--- config.mk ---
export PLATFORM = sky130hd
export DESIGN_NAME = region_color_error_argmax_top
export DESIGN_NICKNAME = d
export VERILOG_FILES = /design/src/hdl/rcea_pkg.sv /design/src/hdl/rcea_front.sv /design/src/hdl/rcea_queue.sv /design/src/hdl/rcea_sqrt.sv /design/src/hdl/rcea_back.sv /design/src/hdl/region_color_error_argmax_top.sv
export SDC_FILE = /design/constraint.sdc
export NUM_CORES = 2
export LEC_CHECK = 0
export BUFFER_PORTS_ARGS = -buffer_cell sky130_fd_sc_hd__buf_2
export CORE_MARGIN = 2
export CORE_UTILIZATION = 60
export DETAILED_ROUTE_END_ITERATION = 12
export PLACE_DENSITY = 0.74
export SLEW_MARGIN = 10
export SYNTH_ARGS = -nofsm -noshare
export SYNTH_HDL_FRONTEND = slang
export SYNTH_HIERARCHICAL = 1
export SYNTH_SLANG_ARGS = --single-unit
--- constraint.sdc ---
create_clock -name clk -period 7.7 [get_ports clk]
set_input_delay 1.155 -clock clk [delete_from_list [all_inputs] [get_ports clk]]
set_output_delay 1.155 -clock clk [all_outputs]
set_load 0.01 [all_outputs]
--- src/hdl/rcea_pkg.sv ---
// Shared types, constants and field layouts for the region color error block.
package rcea_pkg;

    localparam int QUANTUM_BITS  = 16;
    localparam int COORD_BITS    = 12;
    localparam int FRACTION_BITS = 8;
    localparam int TOTAL_BITS    = 37;
    localparam int MAX_BITS      = 25;
    localparam int SQUARE_BITS   = 2 * QUANTUM_BITS;
    localparam int SQ_BITS       = 2 * QUANTUM_BITS + 2;

    localparam int CHAN_BITS = 3;
    localparam logic [CHAN_BITS-1:0] CHAN_RESET = 3'b111;
    localparam int CH_RED   = 0;
    localparam int CH_GREEN = 1;
    localparam int CH_BLUE  = 2;

    localparam int IN_TDATA_BITS  = 120;
    localparam int OUT_FIELD_BITS = TOTAL_BITS + MAX_BITS + 2 * COORD_BITS;
    localparam int OUT_TDATA_BITS = 88;
    localparam int OUT_PAD_BITS   = OUT_TDATA_BITS - OUT_FIELD_BITS;

    typedef enum logic [1:0] {
        ST_IDLE,
        ST_SQUARE,
        ST_ROOT,
        ST_ACCUM
    } back_state_t;

    typedef struct packed {
        logic [QUANTUM_BITS-1:0] diff_red;
        logic [QUANTUM_BITS-1:0] diff_green;
        logic [QUANTUM_BITS-1:0] diff_blue;
        logic                    enabled;
        logic [COORD_BITS-1:0]   col;
        logic [COORD_BITS-1:0]   row;
        logic                    last;
    } queue_entry_t;

    typedef struct packed {
        logic valid;
        logic full;
    } queue_status_t;

    typedef struct packed {
        logic busy;
        logic done;
    } root_status_t;

endpackage

--- src/hdl/rcea_front.sv ---
// Front end: holds the channel mask, accepts pixel requests and forms masked channel differences.
module rcea_front (
    input  logic                                  clk,
    input  logic                                  rst_n,
    input  logic                                  cfg_valid,
    output logic                                  cfg_ready,
    input  logic [rcea_pkg::CHAN_BITS-1:0]        cfg_data,
    input  logic                                  s_tvalid,
    output logic                                  s_tready,
    input  logic [rcea_pkg::IN_TDATA_BITS-1:0]    s_tdata,
    input  logic                                  s_tuser,
    input  logic                                  s_tlast,
    input  rcea_pkg::queue_status_t               q_status,
    output logic                                  push,
    output rcea_pkg::queue_entry_t                push_entry
);
    import rcea_pkg::*;

    logic [CHAN_BITS-1:0]    chan_en_reg;
    logic [QUANTUM_BITS-1:0] canvas_red;
    logic [QUANTUM_BITS-1:0] canvas_green;
    logic [QUANTUM_BITS-1:0] canvas_blue;
    logic [QUANTUM_BITS-1:0] ref_red;
    logic [QUANTUM_BITS-1:0] ref_green;
    logic [QUANTUM_BITS-1:0] ref_blue;

    function automatic logic [QUANTUM_BITS-1:0] abs_diff(
        input logic [QUANTUM_BITS-1:0] a,
        input logic [QUANTUM_BITS-1:0] b,
        input logic                    en
    );
        logic [QUANTUM_BITS-1:0] d;
        d = (a > b) ? (a - b) : (b - a);
        return en ? d : '0;
    endfunction

    always_ff @(posedge clk or negedge rst_n)
    begin
        if (!rst_n)
        begin
            chan_en_reg <= CHAN_RESET;
        end
        else if (cfg_valid && cfg_ready)
        begin
            chan_en_reg <= cfg_data;
        end
    end

    assign cfg_ready = 1'b1;

    assign canvas_red   = s_tdata[0*QUANTUM_BITS +: QUANTUM_BITS];
    assign canvas_green = s_tdata[1*QUANTUM_BITS +: QUANTUM_BITS];
    assign canvas_blue  = s_tdata[2*QUANTUM_BITS +: QUANTUM_BITS];
    assign ref_red      = s_tdata[3*QUANTUM_BITS +: QUANTUM_BITS];
    assign ref_green    = s_tdata[4*QUANTUM_BITS +: QUANTUM_BITS];
    assign ref_blue     = s_tdata[5*QUANTUM_BITS +: QUANTUM_BITS];

    assign s_tready = !q_status.full;
    assign push     = s_tvalid && s_tready;

    always_comb
    begin
        push_entry.diff_red   = abs_diff(canvas_red, ref_red, chan_en_reg[CH_RED]);
        push_entry.diff_green = abs_diff(canvas_green, ref_green, chan_en_reg[CH_GREEN]);
        push_entry.diff_blue  = abs_diff(canvas_blue, ref_blue, chan_en_reg[CH_BLUE]);
        push_entry.enabled    = s_tuser;
        push_entry.col        = s_tdata[6*QUANTUM_BITS +: COORD_BITS];
        push_entry.row        = s_tdata[6*QUANTUM_BITS+COORD_BITS +: COORD_BITS];
        push_entry.last       = s_tlast;
    end

endmodule

--- src/hdl/rcea_queue.sv ---
// Two-entry queue that decouples the front end from the back end.
module rcea_queue (
    input  logic                    clk,
    input  logic                    rst_n,
    input  logic                    push,
    input  rcea_pkg::queue_entry_t  push_entry,
    input  logic                    pop,
    output rcea_pkg::queue_entry_t  head,
    output rcea_pkg::queue_status_t status
);
    import rcea_pkg::*;

    queue_entry_t entry_reg [2];
    logic         wr_ptr_reg;
    logic         wr_ptr_next;
    logic         rd_ptr_reg;
    logic         rd_ptr_next;
    logic [1:0]   count_reg;
    logic [1:0]   count_next;
    logic         do_push;
    logic         do_pop;

    assign status.valid = (count_reg != 2'd0);
    assign status.full  = (count_reg == 2'd2);
    assign do_push      = push && !status.full;
    assign do_pop       = pop && status.valid;
    assign head         = entry_reg[rd_ptr_reg];

    always_comb
    begin
        wr_ptr_next = do_push ? !wr_ptr_reg : wr_ptr_reg;
        rd_ptr_next = do_pop ? !rd_ptr_reg : rd_ptr_reg;
        count_next  = count_reg;
        if (do_push && !do_pop)
        begin
            count_next = count_reg + 2'd1;
        end
        else if (do_pop && !do_push)
        begin
            count_next = count_reg - 2'd1;
        end
    end

    always_ff @(posedge clk or negedge rst_n)
    begin
        if (!rst_n)
        begin
            wr_ptr_reg <= 1'b0;
            rd_ptr_reg <= 1'b0;
            count_reg  <= 2'd0;
        end
        else
        begin
            wr_ptr_reg <= wr_ptr_next;
            rd_ptr_reg <= rd_ptr_next;
            count_reg  <= count_next;
        end
    end

    always_ff @(posedge clk)
    begin
        if (do_push)
        begin
            entry_reg[wr_ptr_reg] <= push_entry;
        end
    end

endmodule

--- src/hdl/rcea_sqrt.sv ---
// Iterative square root unit that produces one root bit per cycle.
module rcea_sqrt #(
    parameter  int FRACTION_BITS = rcea_pkg::FRACTION_BITS,
    localparam int RAD_BITS      = rcea_pkg::SQ_BITS + 2 * FRACTION_BITS,
    localparam int ROOT_BITS     = RAD_BITS / 2
) (
    input  logic                   clk,
    input  logic                   rst_n,
    input  logic                   start,
    input  logic [RAD_BITS-1:0]    radicand,
    output logic [ROOT_BITS-1:0]   root,
    output rcea_pkg::root_status_t status
);
    import rcea_pkg::*;

    localparam int CNT_BITS = $clog2(ROOT_BITS + 1);
    localparam int REM_BITS = ROOT_BITS + 2;

    logic [RAD_BITS-1:0]  rad_reg;
    logic [RAD_BITS-1:0]  rad_next;
    logic [REM_BITS-1:0]  rem_reg;
    logic [REM_BITS-1:0]  rem_next;
    logic [ROOT_BITS-1:0] root_reg;
    logic [ROOT_BITS-1:0] root_next;
    logic [CNT_BITS-1:0]  count_reg;
    logic [CNT_BITS-1:0]  count_next;
    logic                 busy_reg;
    logic                 busy_next;
    logic                 done_reg;
    logic                 done_next;
    logic [REM_BITS-1:0]  rem_shift;
    logic [REM_BITS-1:0]  trial;
    logic                 fits;

    assign rem_shift = {rem_reg[ROOT_BITS-1:0], rad_reg[RAD_BITS-1 -: 2]};
    assign trial     = {root_reg, 2'b01};
    assign fits      = (rem_shift >= trial);

    always_comb
    begin
        rad_next   = rad_reg;
        rem_next   = rem_reg;
        root_next  = root_reg;
        count_next = count_reg;
        busy_next  = busy_reg;
        done_next  = 1'b0;
        if (start)
        begin
            rad_next   = radicand;
            rem_next   = '0;
            root_next  = '0;
            count_next = CNT_BITS'(ROOT_BITS);
            busy_next  = 1'b1;
        end
        else if (busy_reg)
        begin
            rad_next   = rad_reg << 2;
            rem_next   = fits ? (rem_shift - trial) : rem_shift;
            root_next  = {root_reg[ROOT_BITS-2:0], fits};
            count_next = count_reg - CNT_BITS'(1);
            if (count_reg == CNT_BITS'(1))
            begin
                busy_next = 1'b0;
                done_next = 1'b1;
            end
        end
    end

    always_ff @(posedge clk or negedge rst_n)
    begin
        if (!rst_n)
        begin
            count_reg <= '0;
            busy_reg  <= 1'b0;
            done_reg  <= 1'b0;
        end
        else
        begin
            count_reg <= count_next;
            busy_reg  <= busy_next;
            done_reg  <= done_next;
        end
    end

    always_ff @(posedge clk)
    begin
        rad_reg  <= rad_next;
        rem_reg  <= rem_next;
        root_reg <= root_next;
    end

    assign root        = root_reg;
    assign status.busy = busy_reg;
    assign status.done = done_reg;

endmodule

--- src/hdl/rcea_back.sv ---
// Back end: squares the differences, runs the root unit, accumulates and holds the result.
module rcea_back #(
    parameter  int FRACTION_BITS = rcea_pkg::FRACTION_BITS,
    localparam int RAD_BITS      = rcea_pkg::SQ_BITS + 2 * FRACTION_BITS,
    localparam int ROOT_BITS     = RAD_BITS / 2
) (
    input  logic                                  clk,
    input  logic                                  rst_n,
    input  rcea_pkg::queue_entry_t                head,
    input  rcea_pkg::queue_status_t               q_status,
    output logic                                  pop,
    output logic                                  root_start,
    output logic [RAD_BITS-1:0]                   radicand,
    input  logic [ROOT_BITS-1:0]                  root,
    input  rcea_pkg::root_status_t                root_status,
    output rcea_pkg::back_state_t                 state,
    output logic                                  m_tvalid,
    input  logic                                  m_tready,
    output logic [rcea_pkg::OUT_TDATA_BITS-1:0]   m_tdata
);
    import rcea_pkg::*;

    localparam int WIDE_BITS = (ROOT_BITS > MAX_BITS) ? ROOT_BITS : MAX_BITS;
    localparam int SUM_BITS  = TOTAL_BITS + 1;

    back_state_t              state_reg;
    back_state_t              state_next;
    logic [SQUARE_BITS-1:0]   sq_red_reg;
    logic [SQUARE_BITS-1:0]   sq_green_reg;
    logic [SQUARE_BITS-1:0]   sq_blue_reg;
    logic                     enabled_reg;
    logic                     last_reg;
    logic [COORD_BITS-1:0]    col_reg;
    logic [COORD_BITS-1:0]    row_reg;
    logic [TOTAL_BITS-1:0]    total_reg;
    logic [TOTAL_BITS-1:0]    total_next;
    logic [MAX_BITS-1:0]      max_reg;
    logic [MAX_BITS-1:0]      max_next;
    logic [COORD_BITS-1:0]    best_col_reg;
    logic [COORD_BITS-1:0]    best_col_next;
    logic [COORD_BITS-1:0]    best_row_reg;
    logic [COORD_BITS-1:0]    best_row_next;
    logic                     out_valid_reg;
    logic                     out_valid_next;
    logic [TOTAL_BITS-1:0]    out_total_reg;
    logic [MAX_BITS-1:0]      out_max_reg;
    logic [COORD_BITS-1:0]    out_col_reg;
    logic [COORD_BITS-1:0]    out_row_reg;
    logic                     accum_fire;
    logic [SQ_BITS-1:0]       square_sum;
    logic [WIDE_BITS-1:0]     root_wide;
    logic [MAX_BITS-1:0]      err_val;
    logic [SUM_BITS-1:0]      total_sum;
    logic [TOTAL_BITS-1:0]    total_upd;
    logic                     new_max;
    logic [MAX_BITS-1:0]      max_upd;
    logic [COORD_BITS-1:0]    col_upd;
    logic [COORD_BITS-1:0]    row_upd;

    always_comb
    begin
        state_next = state_reg;
        case (state_reg)
            ST_IDLE:
            begin
                if (q_status.valid)
                begin
                    state_next = head.enabled ? ST_SQUARE : ST_ACCUM;
                end
            end
            ST_SQUARE:
            begin
                state_next = ST_ROOT;
            end
            ST_ROOT:
            begin
                if (root_status.done)
                begin
                    state_next = ST_ACCUM;
                end
            end
            ST_ACCUM:
            begin
                if (accum_fire)
                begin
                    state_next = ST_IDLE;
                end
            end
            default:
            begin
                state_next = ST_IDLE;
            end
        endcase
    end

    always_comb
    begin
        pop        = 1'b0;
        root_start = 1'b0;
        accum_fire = 1'b0;
        case (state_reg)
            ST_IDLE:
            begin
                pop = q_status.valid;
            end
            ST_SQUARE:
            begin
                root_start = 1'b1;
            end
            ST_ROOT:
            begin
                pop = 1'b0;
            end
            ST_ACCUM:
            begin
                accum_fire = !(last_reg && out_valid_reg && !m_tready);
            end
            default:
            begin
                pop = 1'b0;
            end
        endcase
    end

    assign square_sum = SQ_BITS'(sq_red_reg) + SQ_BITS'(sq_green_reg) + SQ_BITS'(sq_blue_reg);
    assign radicand   = RAD_BITS'(square_sum) << (2 * FRACTION_BITS);

    always_comb
    begin
        root_wide = WIDE_BITS'(root);
        if (!enabled_reg)
        begin
            err_val = '0;
        end
        else if (root_wide > WIDE_BITS'({MAX_BITS{1'b1}}))
        begin
            err_val = '1;
        end
        else
        begin
            err_val = root_wide[MAX_BITS-1:0];
        end
        total_sum = SUM_BITS'(total_reg) + SUM_BITS'(err_val);
        total_upd = total_sum[TOTAL_BITS] ? '1 : total_sum[TOTAL_BITS-1:0];
        new_max   = (err_val > max_reg);
        max_upd   = new_max ? err_val : max_reg;
        col_upd   = new_max ? col_reg : best_col_reg;
        row_upd   = new_max ? row_reg : best_row_reg;
    end

    always_comb
    begin
        total_next     = total_reg;
        max_next       = max_reg;
        best_col_next  = best_col_reg;
        best_row_next  = best_row_reg;
        out_valid_next = out_valid_reg && !m_tready;
        if (accum_fire)
        begin
            if (last_reg)
            begin
                total_next     = '0;
                max_next       = '0;
                best_col_next  = '0;
                best_row_next  = '0;
                out_valid_next = 1'b1;
            end
            else
            begin
                total_next    = total_upd;
                max_next      = max_upd;
                best_col_next = col_upd;
                best_row_next = row_upd;
            end
        end
    end

    always_ff @(posedge clk or negedge rst_n)
    begin
        if (!rst_n)
        begin
            state_reg     <= ST_IDLE;
            total_reg     <= '0;
            max_reg       <= '0;
            best_col_reg  <= '0;
            best_row_reg  <= '0;
            out_valid_reg <= 1'b0;
        end
        else
        begin
            state_reg     <= state_next;
            total_reg     <= total_next;
            max_reg       <= max_next;
            best_col_reg  <= best_col_next;
            best_row_reg  <= best_row_next;
            out_valid_reg <= out_valid_next;
        end
    end

    always_ff @(posedge clk)
    begin
        if (pop)
        begin
            sq_red_reg   <= head.diff_red * head.diff_red;
            sq_green_reg <= head.diff_green * head.diff_green;
            sq_blue_reg  <= head.diff_blue * head.diff_blue;
            enabled_reg  <= head.enabled;
            last_reg     <= head.last;
            col_reg      <= head.col;
            row_reg      <= head.row;
        end
        if (accum_fire && last_reg)
        begin
            out_total_reg <= total_upd;
            out_max_reg   <= max_upd;
            out_col_reg   <= col_upd;
            out_row_reg   <= row_upd;
        end
    end

    assign state    = state_reg;
    assign m_tvalid = out_valid_reg;
    assign m_tdata  = {{OUT_PAD_BITS{1'b0}}, out_row_reg, out_col_reg, out_max_reg, out_total_reg};

endmodule

--- src/hdl/region_color_error_argmax_top.sv ---
// Top level of the region color error block with total, maximum and its position.
//
// Channel   Dir   Handshake            Payload
// cfg       in    cfg_valid/cfg_ready  cfg_data: channel_enable (bit 0 red, 1 green, 2 blue)
// s         in    s_tvalid/s_tready    s_tdata, s_tuser (pixel_enabled), s_tlast (last_pixel)
// m         out   m_tvalid/m_tready    m_tdata: total, max, column, row
//
// An enabled pixel occupies the back end through the idle, square, root and accumulate states,
// the root unit resolving one bit per cycle; a masked pixel skips the square and root states.
// A two-entry queue keeps accepting pixels while the back end works or a result waits, until it is full.
// The last pixel of a region stalls in the back end only while an earlier result is unread.
// Reset sets the channel mask to all channels and clears the running state; no clearing pass.
module region_color_error_argmax_top #(
    parameter int FRACTION_BITS = rcea_pkg::FRACTION_BITS
) (
    input  logic                                  clk,
    input  logic                                  rst_n,
    input  logic                                  cfg_valid,
    output logic                                  cfg_ready,
    input  logic [rcea_pkg::CHAN_BITS-1:0]        cfg_data,
    input  logic                                  s_tvalid,
    output logic                                  s_tready,
    // canvas_red, canvas_green, canvas_blue, ref_red, ref_green, ref_blue, pixel_col, pixel_row
    input  logic [rcea_pkg::IN_TDATA_BITS-1:0]    s_tdata,
    // pixel_enabled
    input  logic                                  s_tuser,
    input  logic                                  s_tlast,
    output logic                                  m_tvalid,
    input  logic                                  m_tready,
    // region total, region peak, peak column, peak row, two zero bits
    output logic [rcea_pkg::OUT_TDATA_BITS-1:0]   m_tdata
);
    import rcea_pkg::*;

    localparam int RAD_BITS  = SQ_BITS + 2 * FRACTION_BITS;
    localparam int ROOT_BITS = RAD_BITS / 2;

    queue_status_t         q_status;
    queue_entry_t          push_entry;
    queue_entry_t          head;
    logic                  push;
    logic                  pop;
    logic                  root_start;
    logic [RAD_BITS-1:0]   radicand;
    logic [ROOT_BITS-1:0]  root;
    root_status_t          root_status;
    back_state_t           back_state;

    rcea_front u_front (
        .clk        (clk),
        .rst_n      (rst_n),
        .cfg_valid  (cfg_valid),
        .cfg_ready  (cfg_ready),
        .cfg_data   (cfg_data),
        .s_tvalid   (s_tvalid),
        .s_tready   (s_tready),
        .s_tdata    (s_tdata),
        .s_tuser    (s_tuser),
        .s_tlast    (s_tlast),
        .q_status   (q_status),
        .push       (push),
        .push_entry (push_entry)
    );

    rcea_queue u_queue (
        .clk        (clk),
        .rst_n      (rst_n),
        .push       (push),
        .push_entry (push_entry),
        .pop        (pop),
        .head       (head),
        .status     (q_status)
    );

    rcea_sqrt #(
        .FRACTION_BITS (FRACTION_BITS)
    ) u_sqrt (
        .clk      (clk),
        .rst_n    (rst_n),
        .start    (root_start),
        .radicand (radicand),
        .root     (root),
        .status   (root_status)
    );

    rcea_back #(
        .FRACTION_BITS (FRACTION_BITS)
    ) u_back (
        .clk         (clk),
        .rst_n       (rst_n),
        .head        (head),
        .q_status    (q_status),
        .pop         (pop),
        .root_start  (root_start),
        .radicand    (radicand),
        .root        (root),
        .root_status (root_status),
        .state       (back_state),
        .m_tvalid    (m_tvalid),
        .m_tready    (m_tready),
        .m_tdata     (m_tdata)
    );

`ifndef SYNTH
    root_only_in_root_state: assert property (@(posedge clk) disable iff (!rst_n)
        (root_status.busy || root_status.done) |-> back_state == ST_ROOT)
        else $error("Root unit active outside the root state.");

    square_starts_root: assert property (@(posedge clk) disable iff (!rst_n)
        back_state == ST_SQUARE |=> root_status.busy)
        else $error("Root unit did not start after squaring.");

    result_from_accumulate: assert property (@(posedge clk) disable iff (!rst_n)
        $rose(m_tvalid) |-> $past(back_state) == ST_ACCUM)
        else $error("Result appeared without an accumulate step.");
`endif

endmodule

# == Word-level counts from Yosys, hierarchy flattened ==
# Memory sizes are Yosys's and may differ from the RTL's.
# Index checks and enable logic that the tools add are counted.
# word_totals
latch_bits,0
mem_count,1
ram_bits,148
elab_cells,120
output_inout_bits,91
regBits,395
in_bits,130
rom_bits,0
# op_classes
n_mul,3
div,0
mux,41
n_shift,0
n_lt_le_gt_ge,6
bitwise,0
n_reduce_logical,21
n_addsub,13
eq_ne,8
# memory_table
name,words,word_bits,rd,rd_ports_with_merged_regs,write_ports,line,rtl
u_queue.entry_reg,2,74,1,0,1,rcea_queue.sv:13,queue_entry_t entry_reg [2];
# ops
operator,count
2-to-1 mux 25 bit,5
2-to-1 mux 50 bit,2
multiplier 16 x 16 -> 32 bit,3
2-to-1 mux 16 bit,6
subtractor 16 bit,6
2-to-1 mux 37 bit,2
> comparator 16 bit,3
2-to-1 mux 12 bit,4
adder 37 x 25 -> 38 bit,1
adder 34 x 32 -> 34 bit,1
adder 32 x 32 -> 33 bit,1
>= comparator 27 bit,1
> comparator 25 bit,1
> comparator 25 bit (second input constant),1
subtractor 25 bit,1
2-to-1 mux 1 bit,13
2-to-1 mux 2 bit,6
2-to-1 mux 5 bit,2
logical AND 1 bit,9
case mux 2 bit (4 select lines),1
zero test 1 bit,7
== test 2 bit (second input constant),3
nonzero test 2 bit,3
== test 5 x 1 -> 1 bit (second input constant),1
8 further kinds,9

# == Longest topological paths before layout ==
# logic_depth
depth_word,8
depth_mapped,28
mapped_depth_nobuf,25

# == By module ==
# The synthesis kept the hierarchy.
# by_module_without_submodules
mod,area_per_inst_um2,instances,seq_area_each_um2,cells_per_inst
rcea_back,37339.6,1,8383.0,3808
rcea_sqrt,5938.2,1,2677.6,564
rcea_queue,5740.5,1,4544.4,249
rcea_front,5516.5,1,78.8,796

# == Least setup slack after synthesis ==
# OpenSTA, ideal clock, no wires.
# synth_timing
path_type,flip-flop to flip-flop
start,register u_queue.rd_ptr_reg
end,register u_back.sq_red_reg[29] (data pin)
t_arrival_ns,6.864
period_less_slack_ns,7.126
setup_ns,0.262
path_stages_with_launch,28
required_ns,7.438
n_path_buf,3
slack_ns,0.574
cell_sequence,dfrtp_1 buf_2 mux2_2 clkbuf_1 clkbuf_1 and2_1 fa_1 inv_1 fa_1 inv_1 fa_1 inv_1 fa_1 inv_1 fa_1 inv_1 fa_1 inv_1 ha_1 and3_1 a2111o_1 o31ai_2 a21boi_2 a211oi_4 a21oi_2 a311oi_1 o21bai_1 xor2_1
# synth_lines
element,line,rtl
start: declaration,rcea_queue.sv:16,logic rd_ptr_reg;
start signal: assignment,rcea_queue.sv:55,rd_ptr_reg <= rd_ptr_next;
end signal: assignment,rcea_back.sv:204,sq_red_reg <= head.diff_red * head.diff_red;
end: declaration,rcea_back.sv:28,logic [SQUARE_BITS-1:0] sq_red_reg;

==> key figures <==
Finish
  – Multi-input gate area: 34000 µm²
  – Most frequent cells in the layout: inv_1 (995), fa_1 (529), ha_1 (512)
  – Leading cell type in the layout, fill and taps excluded: inv_1
  – Sequential cell area: 15700 µm²
  – Max reg flops: 148
  – Fin nets: 6678
  – Area Growth Syn to Fin: 7.02%
  – Fill count: 7251
  – Layout cells sized above 1: 0.106

Placement
  – IO buf count: 217
  – DP HPWL: roughly 93000 µm
  – Setup WS pre-CTS: 0.352 ns
  – Gpl congestion: 0.917

Timing
  – Max Clk Rate: approximately 140 MHz
  – Worst Skew: 0.0486 ns
  – Pins Over Slew Limit: 0
  – Final hold viol count: 0
  – Final worst slack: about 0.33 ns
  – Worst slew margin: 0.220
  – Setup-failing EPs final: 0
  – Fin crit share: 0.957
  – Minimum clock period: 7.37 ns
  – Worst slew pin tran: around 1.2 ns

Clock network
  – Longest Clk Path Bufs: 3
  – H-tree Lvls: 2
  – Total clock sinks: between 500 and 600
  – TritonCTS clock tree: done
  – Number of CTS-inserted buffers: 60
  – Clock transition at path regs: about 0.07 ns
  – Clock Latency Late Sink: between 0.6 and 0.7 ns
  – CTS root buffer: clkbuf_16

Drt
  – DR DRC count: 0
  – Detailed Route WL: ~120000 µm
  – Remaining antenna violation count: 0
  – WL/cell: 17.7 µm
  – First-iteration detailed-routing DRC count: 2649
  – Vias per inst: 5.61
  – Initial DRT Pass Iterations: 5
  – Via count: between 30000 and 40000

GRT
  – GRT Resource Usage Total: 0.258
  – Largest net degree at the start of global routing: a little under 100
  – Initial antenna violation count: 3
  – Global-route wire length before repair: 196000 µm
  – Overflow after GRT: 0
  – Vias in the first global route: approximately 38000

Outcome
  – Run status: complete, no violations

Floorplanning
  – Top Ports: ~220
  – DIE HEIGHT: 305 µm
  – Starting Density: 0.606
  – Placeable core area: 90000 µm²
  – Die area: 93300 µm²
  – DIE WIDTH: 305 µm
  – FP Rows: 110

Worst setup path
  – Crit start category: register
  – WP data arrival: a little under 8 ns
  – Critical path class: reg -> reg
  – Worst-path fanout max: 24
  – WP data required: 8.08 ns
  – Crit. End Element: register

Synthesis
  – Mapped cell area: 54500 µm²
  – Warnings, synthesis: 6
  – Mean Syn Cell Area: between 10 and 15 µm²
  – Cells after Synth: approximately 5400

Min path
  – Hold Path Class: in -> async

Run
  – Max cap viols: 0
## final timing paths
| check | cells after the start | slack [ns] | from | end |
|---|---|---|---|---|
| worst max-delay path | 25 | 0.33 | u_queue/rd_ptr_reg | u_back/sq_green_reg[31] |
| worst min-delay path | 1 | 0.48 | rst_n | u_back/total_reg[36] |
| worst max register to register | 25 | 0.33 | u_queue/rd_ptr_reg | u_back/sq_green_reg[31] |
| worst min register to register | 2 | 0.50 | u_sqrt/rem_reg[24] | u_sqrt/rem_reg[24] |
| max in group asynchronous | 2 | 6.23 | rst_n | u_back/max_reg[24] |
| min in group clk | 2 | 0.50 | u_sqrt/rem_reg[24] | u_sqrt/rem_reg[24] |
## per-layer routing
metal	vias up	GRT usage	wire length (µm)
met5	-	0	12
met1	18600	0.346	51400
li1	18100	-	-
met3	154	0.0307	5810
met2	935	0.450	59300
met4	2	0.0608	2490
## final cells by class
cell class                 instances  area share
clock buffer                      72      0.0277
inverter                         997      0.0642
antenna                            3    0.000129
timing repair buffer             258      0.0242
tap                             1176      0.0252
clock inverter                    41     0.00785
multi-input combinational       3633       0.582
sequential                       556       0.269
## metrics by stage
step / util / TNS, ns / instance area (µm²) / std cells / hold WS, ns
after global routing: 0.648 / -0.000649 / 58300 / 6733 / 0.473
after CTS: 0.648 / 0 / 58300 / 6731 / 0.454
after detailed placement: 0.625 / 0 / 56300 / 6618 / 0.488
final: 0.648 / 0 / 58400 / 6736 / 0.477
after floorplan: - / 0 / 54600 / 5436 / 0.456
after global placement: 0.625 / 0 / 56300 / 6618 / 0.476
## critical path, stage by stage (launching register included)
cell	delay [ns]
dfrtp_4	0.56
buf_12	0.24
mux2_4	0.37
buf_4	0.20
nand2_1	0.11
inv_1	0.07
fa_1	0.54
inv_1	0.06
fa_1	0.53
inv_1	0.06
fa_1	0.52
fa_1	0.45
fa_1	0.54
inv_1	0.05
fa_1	0.52
inv_1	0.05
ha_1	0.35
nand3_1	0.13
nor2_1	0.07
a211o_1	0.31
o2111ai_1	0.29
a211oi_1	0.19
o31ai_2	0.42
o21ai_1	0.13
a21oi_1	0.19
xnor2_1	0.08
## repair_timing
item                                    CTS  global route
gates resized for setup                   0             1
endpoints found under the setup margin    0             6
setup buffers                             0             2
hold endpoints to repair                  0             0
hold buffers                              0             0
Power is left out: the tool's default activity adds up to more than one toggle a clock period on the data nets, which glitch-free logic cannot reach.
